===== src/hw/rtl/lsu_pkg.sv =====
`default_nettype none

package lsu_pkg;

	localparam int WORD_W    = 32;
	localparam int POS_W     = 7;
	localparam int DEPTH_DEF = 64;

	typedef enum logic [2:0] {
		OP_PUSH    = 3'd0,
		OP_POP     = 3'd1,
		OP_PEEK    = 3'd2,
		OP_CHANGE  = 3'd3,
		OP_DISPLAY = 3'd4
	} op_t;

	typedef enum logic [1:0] {
		STS_OK       = 2'd0,
		STS_EMPTY    = 2'd1,
		STS_OVERFLOW = 2'd2,
		STS_BADPOS   = 2'd3
	} status_t;

	// ST_DISP drains reads: one stored word per cycle, also used for pop and peek
	typedef enum logic {
		ST_IDLE = 1'b0,
		ST_DISP = 1'b1
	} state_t;

endpackage

`default_nettype wire


===== src/hw/rtl/lsu_ram.sv =====
`default_nettype none

module lsu_ram #(
	parameter int WIDTH = 32,
	parameter int DEPTH = 64,
	localparam int AW = (DEPTH > 1) ? $clog2(DEPTH) : 1
) (
	input  wire logic             clk,
	input  wire logic             we,
	input  wire logic [AW-1:0]    waddr,
	input  wire logic [WIDTH-1:0] wdata,
	input  wire logic [AW-1:0]    raddr,
	output logic      [WIDTH-1:0] rdata
);

	logic [WIDTH-1:0] mem [DEPTH];

	always_ff @(posedge clk) begin
		if (we) begin
			mem[waddr] <= wdata;
		end
		rdata <= mem[raddr];
	end

endmodule

`default_nettype wire


===== src/hw/rtl/lifo_stack_with_update.sv =====
// Channel   | Signals                           | Handshake
// ----------+-----------------------------------+-----------------------------------
// request   | operation, value, position        | taken when start && !busy
// result    | word, status, last                | shown for one cycle while strobe
//
// Push, change, unknown operations and every error give their result the cycle after
// the request is taken, and a new request may follow at once.
// Pop and peek make one synchronous RAM read and hold busy in ST_DISP until it is done.
// Display of N words makes one RAM read per stored word, top first.
// Reset clears the word count and the control state; RAM contents stay as they are.
// The receiver cannot stall; results are never held back.
`default_nettype none

module lifo_stack_with_update
	import lsu_pkg::*;
#(
	parameter int DEPTH = DEPTH_DEF
) (
	input  wire logic                     clk,
	input  wire logic                     arst_n,
	input  wire logic                     start,
	output logic                          busy,
	input  wire logic [2:0]               operation,
	input  wire logic signed [WORD_W-1:0] value,
	input  wire logic [POS_W-1:0]         position,
	output logic                          strobe,
	output logic signed [WORD_W-1:0]      word,
	output logic [1:0]                    status,
	output logic                          last
);

	localparam int AW = (DEPTH > 1) ? $clog2(DEPTH) : 1;
	localparam int CW = $clog2(DEPTH + 1);

	state_t              state_q, state_d;
	logic [CW-1:0]       cnt_q, cnt_d;
	logic [AW-1:0]       idx_q, idx_d;

	logic                strobe_q, res_vld;
	logic [WORD_W-1:0]   word_q, res_word;
	status_t             status_q, res_status;
	logic                last_q, res_last;

	logic                ram_we;
	logic [AW-1:0]       ram_waddr, ram_raddr;
	logic [WORD_W-1:0]   ram_wdata, ram_rdata;

	logic                acc;
	logic                empty, full;
	logic [POS_W-1:0]    pos_eff, cnt_ext;
	logic                bad_pos;
	logic [AW-1:0]       top_addr;

	assign busy     = (state_q != ST_IDLE);
	assign acc      = start && !busy;
	assign empty    = (cnt_q == '0);
	assign full     = (cnt_q == CW'(DEPTH));
	assign pos_eff  = (position == '0) ? POS_W'(1) : position;
	assign cnt_ext  = POS_W'(cnt_q);
	assign bad_pos  = (pos_eff > cnt_ext);
	assign top_addr = AW'(cnt_q - CW'(1));

	lsu_ram #(
		.WIDTH (WORD_W),
		.DEPTH (DEPTH)
	) u_ram (
		.clk   (clk),
		.we    (ram_we),
		.waddr (ram_waddr),
		.wdata (ram_wdata),
		.raddr (ram_raddr),
		.rdata (ram_rdata)
	);

	always_comb begin
		state_d = state_q;
		case (state_q)
			ST_IDLE: begin
				if (acc && !empty) begin
					case (op_t'(operation))
						OP_POP, OP_PEEK, OP_DISPLAY: state_d = ST_DISP;
						default:                     state_d = ST_IDLE;
					endcase
				end
			end
			ST_DISP: begin
				if (idx_q == '0) begin
					state_d = ST_IDLE;
				end
			end
			default: state_d = ST_IDLE;
		endcase
	end

	always_comb begin
		cnt_d      = cnt_q;
		idx_d      = idx_q;
		ram_we     = 1'b0;
		ram_waddr  = cnt_q[AW-1:0];
		ram_wdata  = value;
		ram_raddr  = top_addr;
		res_vld    = 1'b0;
		res_word   = '0;
		res_status = STS_OK;
		res_last   = 1'b1;
		case (state_q)
			ST_IDLE: begin
				if (acc) begin
					case (op_t'(operation))
						OP_PUSH: begin
							res_vld = 1'b1;
							if (full) begin
								res_status = STS_OVERFLOW;
							end else begin
								ram_we    = 1'b1;
								ram_waddr = AW'(cnt_q);
								cnt_d     = cnt_q + CW'(1);
							end
						end
						OP_POP: begin
							if (empty) begin
								res_vld    = 1'b1;
								res_status = STS_EMPTY;
							end else begin
								cnt_d = cnt_q - CW'(1);
								idx_d = '0;
							end
						end
						OP_PEEK: begin
							if (empty) begin
								res_vld    = 1'b1;
								res_status = STS_EMPTY;
							end else begin
								idx_d = '0;
							end
						end
						OP_CHANGE: begin
							res_vld = 1'b1;
							if (bad_pos) begin
								res_status = STS_BADPOS;
							end else begin
								ram_we    = 1'b1;
								ram_waddr = AW'(cnt_ext - pos_eff);
							end
						end
						OP_DISPLAY: begin
							if (empty) begin
								res_vld    = 1'b1;
								res_status = STS_EMPTY;
							end else begin
								idx_d = top_addr;
							end
						end
						default: res_vld = 1'b1;
					endcase
				end
			end
			ST_DISP: begin
				// for display, idx_q is the entry whose read data arrives now (zero for pop and peek)
				res_vld   = 1'b1;
				res_word  = ram_rdata;
				res_last  = (idx_q == '0);
				ram_raddr = idx_q - AW'(1);
				if (idx_q != '0) begin
					idx_d = idx_q - AW'(1);
				end
			end
			default: ;
		endcase
	end

	always_ff @(posedge clk or negedge arst_n) begin
		if (!arst_n) begin
			state_q  <= ST_IDLE;
			cnt_q    <= '0;
			strobe_q <= 1'b0;
		end else begin
			state_q  <= state_d;
			cnt_q    <= cnt_d;
			strobe_q <= res_vld;
		end
	end

	always_ff @(posedge clk) begin
		idx_q    <= idx_d;
		word_q   <= res_word;
		status_q <= res_status;
		last_q   <= res_last;
	end

	assign strobe = strobe_q;
	assign word   = word_q;
	assign status = status_q;
	assign last   = last_q;

	a_cnt_bound: assert property (@(posedge clk) disable iff (!arst_n)
		cnt_q <= CW'(DEPTH))
		else $error("word count beyond depth");

	// a pop lowers the count on the edge that takes it, so the count is held from then on
	a_no_write_busy: assert property (@(posedge clk) disable iff (!arst_n)
		busy |-> !ram_we ##1 $stable(cnt_q))
		else $error("stack changed during a read sequence");

	a_err_zero: assert property (@(posedge clk) disable iff (!arst_n)
		strobe && (status_q != STS_OK) |-> (word_q == '0) && last_q)
		else $error("error result carries a word or is not last");

	a_disp_end: assert property (@(posedge clk) disable iff (!arst_n)
		(state_q == ST_DISP) && (idx_q == '0) |=> strobe && last && !busy)
		else $error("read sequence ended without a final result");

endmodule

`default_nettype wire


===== config.mk =====
export PLATFORM = sky130hd
export DESIGN_NAME = lifo_stack_with_update
export DESIGN_NICKNAME = d
export VERILOG_FILES = /design/src/hw/rtl/lsu_pkg.sv /design/src/hw/rtl/lsu_ram.sv /design/src/hw/rtl/lifo_stack_with_update.sv
export SDC_FILE = /design/constraint.sdc
export NUM_CORES = 2
export LEC_CHECK = 0
export BUFFER_PORTS_ARGS = -buffer_cell sky130_fd_sc_hd__buf_2
export CAP_MARGIN = 10
export CORE_MARGIN = 2
export CORE_UTILIZATION = 30
export DETAILED_ROUTE_END_ITERATION = 10
export PLACE_DENSITY = 0.5
export SYNTH_ARGS = -nofsm -noshare
export SYNTH_HDL_FRONTEND = slang
export SYNTH_HIERARCHICAL = 1
export SYNTH_SLANG_ARGS = --single-unit

===== constraint.sdc =====
create_clock -name clk -period 4.5 [get_ports clk]
set_input_delay 0.675 -clock clk [delete_from_list [all_inputs] [get_ports clk]]
set_output_delay 0.675 -clock clk [all_outputs]
set_load 0.05 [all_outputs]

# After elaboration in Yosys (flattened, before gate mapping)
# Memories as Yosys holds them, arrays and structs flattened. A register that Yosys moved wholly into a read port is not among the register bits.
# Index checks and enable logic that the tools add are counted.
[op_classes]
n_eq_ne = 12
order_cmp = 1
muxes = 34
bitwise_logic = 2
reduce_logical = 15
addsub = 4
[op_table]
columns = ["op", "count"]
rows = [
  ["$mux 6", 9],
  ["$pmux 6 s2", 2],
  ["$mux 7", 3],
  ["$logic_not 7->1", 2],
  ["$pmux 7 s2", 1],
  ["$mux 1", 13],
  ["$reduce_and 5->1", 2],
  ["$add 7x1->7 const B", 1],
  ["$eq 7x7->1 const B", 1],
  ["$gt 7x7->1", 1],
  ["$sub 7x1->7 const B", 1],
  ["$eq 3x2->1 const B", 2],
  ["$logic_not 6->1", 1],
  ["$ne 2x2->1 const B", 3],
  ["$ne 3x3->1 const B", 2],
  ["$pmux 1 s2", 3],
  ["$pmux 2 s3", 1],
  ["$reduce_bool 6->1", 1],
  ["$sub 6x1->6 const B", 1],
  ["$sub 6x6->6", 1],
  ["$mux 2", 2],
  ["$reduce_or 2->1", 2],
  ["$eq 3x1->1 const B", 1],
  ["$eq 3x3->1 const B", 1],
  ["8 further kinds", 11],
]
[word_totals]
out_inout_bits = 37
reg_bits = 50
wordCells = 76
in_bits = 45
mem_bits_rw = 2048
n_memories = 1
[memory_table]
columns = ["memory", "words", "width", "rd", "rd_ports_with_merged_regs", "write_ports", "line", "source"]
rows = [
  ["u_ram.mem", 64, 32, 1, 1, 1, "lsu_ram.sv:16", "logic [WIDTH-1:0] mem [DEPTH];"],
]

# Logic depth before layout (Yosys ltp)
[depth]
depth_word = 9
depth_mapped = 14
mapped_depth_nobuf = 12

# Cells and area by module
# Netlist, hierarchy kept.
[modules_own_cells]
columns = ["mod", "cells_per_inst", "area_per_inst_um2", "instances"]
rows = [
  ["lsu_ram", 3324, 78515.3, 1],
  ["lifo_stack_with_update", 260, 2527.4, 1],
]

# Least setup slack after synthesis
# Ideal clock, no wire load.
[synth_timing]
kind = "input -> register"
startpoint = "in position[3]"
endpoint = "mem u_ram.mem[49][0] (enable)"
path_slack_ps = -666
n_path_buf = 1
required_ps = 4039
t_arrival_ps = 4705
setup_ps = 461
path_stages = 12
path_cell_list = "nor2_1 -> a31o_2 -> ha_1 -> nand3_1 -> or2_1 -> o21ai_1 -> nand4_2 -> mux2i_1 -> clkbuf_1 -> nor2b_1 -> nand4_1 -> nor3_1"
[synth_between]
elab_cells_between_ends = 14
cone_classes = "1 x add/sub; 1 x order compare; 11 x mux; 1 x reduce/logical"
[synth_lines]
columns = ["element", "line", "source"]
rows = [
  ["start: declaration", "lifo_stack_with_update.sv:25", "input wire logic [POS_W-1:0] position,"],
  ["$logic_not 7->1", "lifo_stack_with_update.sv:58", "assign pos_eff = (position == '0) ? POS_W'(1) : position;"],
  ["$mux 7 *", "lifo_stack_with_update.sv:58", ""],
  ["$sub 6x6->6 or $gt 7x7->1 (tied branches)", "lifo_stack_with_update.sv:143, lifo_stack_with_update.sv:60", ""],
  ["$mux 6 *", "lifo_stack_with_update.sv:139", "if (bad_pos) begin"],
  ["$mux 6 *", "--", ""],
  ["$mux 6 *", "lifo_stack_with_update.sv:108", "if (acc) begin"],
  ["$mux 6 *", "lifo_stack_with_update.sv:106", "case (state_q)"],
  ["named net ram_waddr[3]", "lifo_stack_with_update.sv:45", "logic [AW-1:0] ram_waddr, ram_raddr;"],
  ["end: declaration", "lsu_ram.sv:16", ""],
]
# Mark *: on every way through the listed nets, which the timed path passes. The rest lies on a longest branch.

# Worst setup path after layout
[layout_timing]
startpoint = "reg cnt_q[5] (netlist: cnt_ext[5])"
endpoint = "mem u_ram.mem[3][19] (enable)"
[layout_between]
elab_cells_between_ends = 14
cone_classes = "1 x add/sub; 1 x order compare; 1 x eq/ne; 11 x mux"
[layout_lines]
columns = ["element", "line", "source"]
rows = [
  ["start: declaration", "lifo_stack_with_update.sv:36", "logic [CW-1:0] cnt_q, cnt_d;"],
  ["start signal: assignment", "lifo_stack_with_update.sv:179", "cnt_q <= cnt_d;"],
  ["$sub 6x6->6 or $gt 7x7->1 (tied branches)", "lifo_stack_with_update.sv:143, lifo_stack_with_update.sv:60", ""],
  ["$mux 6", "lifo_stack_with_update.sv:139", ""],
  ["$mux 6", "--", ""],
  ["$mux 6", "lifo_stack_with_update.sv:108", ""],
  ["$mux 6 *", "lifo_stack_with_update.sv:106", ""],
  ["named net ram_waddr[5]", "lifo_stack_with_update.sv:45", ""],
]
# Marked as above.

==> results by group <==
Outcome
  – Run status: completed

Synth
  – Largest area contributor in the synthesized netlist: edfxtp_1
  – Synth Warn #: 6
  – Ys async rst share: 0.4225%
  – Synth Cell Area: 81040 um^2
  – Net count after synthesis: 3648
  – Sequential fraction of the synthesis area: 78.04%
  – Area contributors post-synth: edfxtp_1 76%, mux4_2 15%, dfxtp_1 1.7%, mux2i_1 1.3%, nor2_1 0.70%
  – EDFF count, synth: 2054
  – Synth unique cells: 58
  – FF+latch count, synth: 2130
  – Top-area cell type share of the netlist area: 76.11%
  – Cells after Synth: 3584
  – Mean post-synth cell area: 22.61 um^2
  – Primary FF master, synth: edfxtp_1

Clocking
  – Post-CTS setup buffer count: 0
  – CTS tree: yes
  – Clock sink count: 2130
  – Clk buf depth: 3
  – Number of CTS-inserted buffers: 212
  – Clk_lat worst skew: 0.88 ns
  – H-tree depth: 4
  – CTS root buf: clkbuf_16
  – Clock transition at the registers of the reported paths: 0.06 ns

Floorplanning
  – I/O pin cnt: 82
  – Standard-cell rows: 190
  – Die height: 523.8 um
  – Core ar.: 268400 um^2
  – Die width: 523.8 um
  – Die ar.: 274300 um^2
  – Initial Utilization: 30.20%

Worst setup path
  – R2r setup slk: 0.31 ns
  – Setup Crit Path Kind: reg2reg
  – Crit end category: register
  – Req. time, crit path: 4.98 ns
  – Startpoint Class: register
  – Critical path arrival: 4.67 ns
  – CP max FO: 32
  – Worst reg2reg path startpoint: cnt_ext[5]
  – R2R depth: 11
  – FF-to-FF End: u_ram/mem[3][19]

Route
  – Drt total wl: 219100 um
  – Via Count: 38470
  – DRT Pass-1 Iters: 5
  – DRC: 0
  – Final ANT Viol Nets: 0
  – DRT iter0 DRCs: 3779
  – Vias per cell: 4.974
  – WL per Instance: 28.32 um

STA
  – Final Critical Period: 4.190 ns
  – Final count of negative-setup-slack endpoints: 0
  – Worst clock skew: 0.03621 ns
  – RSZ-0062 raised after global routing: false
  – Slew @ Worst Pin: 1.170 ns
  – Slew headroom: 21.81%
  – Max-slew violations: 0
  – Fin crit share: 93.11%
  – Fmax: 238.7 MHz
  – Hold Violations, Final: 0
  – Setup TNS: 0 ns

Job
  – # Max-Cap Violations: 0

Worst hold path
  – Hold Path Depth: 3
  – WHS Endpoint: status[1]
  – Hold Crit Class: in2reg
  – Worst hold path startpoint: operation[1]

Power and ir drop
  – Total Power: 72700 uW
  – Leak: 0.03004 uW
  – Peak VDD IR: 0.7363 mV
  – PwrDens: 754.8 nW/um^2

Final layout
  – Final #Nets: 4062
  – Share of layout cells above drive strength 1: 31.91%
  – Design area: 96310 um^2
  – Layout Area Growth over Synthesis: 18.84%
  – FILL cells: 24430

Global route
  – Grt ovf: 0
  – Antenna violations before repair: 15
  – Gr usage total: 15.94%
  – Vias in the first global route: 39210
  – Largest net degree at the start of global routing: 65
  – First-pass GRT wire length: 309800 um

Placement
  – # port buffers: 81
  – Post-DP Area: 89290 um^2
  – Placer congestion estimate: 0.8228
  – HPWL after DPL: 137900 um
[stage by stage]
stage	utilization (%)	std cells	hold slack, ns	setup slack [ns]
after detailed placement	33.27	7332	0.4199	-0.2999
final	35.89	7735	0.1424	0.3101
after CTS	35.86	7730	0.05820	0.01091
after global placement	33.27	7332	0.4145	-0.2961
after global routing	35.88	7733	0.1254	0.08445
after floorplan	-	3584	0.3794	-0.1875
[final cells by class]
cell class                 count  area [um^2]  share of cell area (%)
clock inverter               115         1182                   1.228
antenna                        3        7.507                0.007795
clock buffer                 281         5767                   5.988
multi-input combinational   1242        17330                   17.99
tap                         3552         4444                   4.614
sequential                  2130        63250                   65.67
inverter                      16        60.06                 0.06236
timing repair buffer         396         4274                   4.438
[metal layers]
metal	GRT usage, %	part of all wire (%)	vias to the layer above
met3	2.498	5.0	275
met5	0	0.062	-
li1	-	-	16000
met1	22.59	45	21070
met4	3.890	2.2	20
met2	25.71	48	1110
[repair_timing]
| action | CTS | global route |
|---|---|---|
| gates resized for setup | 0 | 4 |
| hold buffers | 2 | 0 |
| endpoints found under the hold margin | 10 | 0 |
| endpoints found under the setup margin | 0 | 115 |
[worst max path at each step]
stage / slack [ns] / startpoint / to / cells past startpoint
4_1_cts: 0.01 / cnt_ext[5] / u_ram/mem[35][5] / 9
2_1_floorplan: -0.19 / position[3] / u_ram/mem[39][0] / 12
5_1_grt: 0.08 / cnt_ext[5] / u_ram/mem[3][19] / 11
3_5_place_dp: -0.30 / position[3] / u_ram/mem[35][17] / 11
6_report: 0.31 / cnt_ext[5] / u_ram/mem[3][19] / 11
3_3_place_gp: -0.30 / position[3] / u_ram/mem[35][30] / 11
[flip-flops by register name, summed over array words and instances (netlist names), 2 cells and up]
signal / cells
u_ram/mem: 2048
idx_q: 6
cnt_ext: 7
status: 2
word: 32
u_ram/rdata: 32
[power by group]
| group | total (uW) | internal (uW) | switching [uW] | leakage, uW |
|---|---|---|---|---|
| Sequential | 22400 | 22200 | 197 | 0.0191 |
| Combinational | 32700 | 13500 | 19100 | 0.00751 |
| Clock | 17600 | 10100 | 7550 | 0.00339 |
[placed cells by master (no fill, tap or decap), types with 17 or more instances in the layout]
cell type     n
edfxtp_1   2054
mux4_2      544
buf_4       222
clkbuf_16   213
buf_12      115
mux2i_1      97
nor2_1       90
o22ai_1      86
a21oi_1      72
dfxtp_1      67
nor2_4       63
buf_2        57
clkbuf_1     48
nand2_1      45
clkinv_1     38
clkinv_2     35
and2_1       34
o221ai_1     27
ha_1         18
bufinv_16    18
nor2b_1      17
clkbuf_8     17
[synthesized netlist by cell type, types with 10 or more instances]
library cell  instances
dfxtp_1              67
buf_1                21
nor2_1              152
a22oi_1              12
o22ai_1              86
xnor2_1              16
clkbuf_1             81
o221ai_1             27
buf_2                60
nand2b_1             10
inv_1                16
mux2i_1             102
a21oi_1              73
edfxtp_1           2054
buf_4                26
nand3_1              13
mux4_2              544
nand2_1              46
nor2b_1              17
and2_1               34
ha_1                 18
nor3_1               11
[cells by family after synthesis]
kind of cell | share of synthesized area [%]
xor gates and xnor gates | 0.2269
muxes | 16.39
adders and majority gates | 0.3026
DFF | 78.04
AOI/OAI and AO/OA | 1.854
buffers and inverters | 1.283
and+or+nand+nor | 1.902
[worst max-delay path, cell delays in order, from the launching register on]
cell	delay (ns)
dfrtp_1	0.46
inv_1	0.14
ha_1	0.35
nand4_1	0.13
or2_1	0.25
o21ai_1	0.14
nand4_4	0.21
mux2i_2	0.30
buf_4	0.22
or3_1	0.45
buf_4	0.22
nor2_4	0.88
Note: power is estimated with default switching activity, not from simulation.
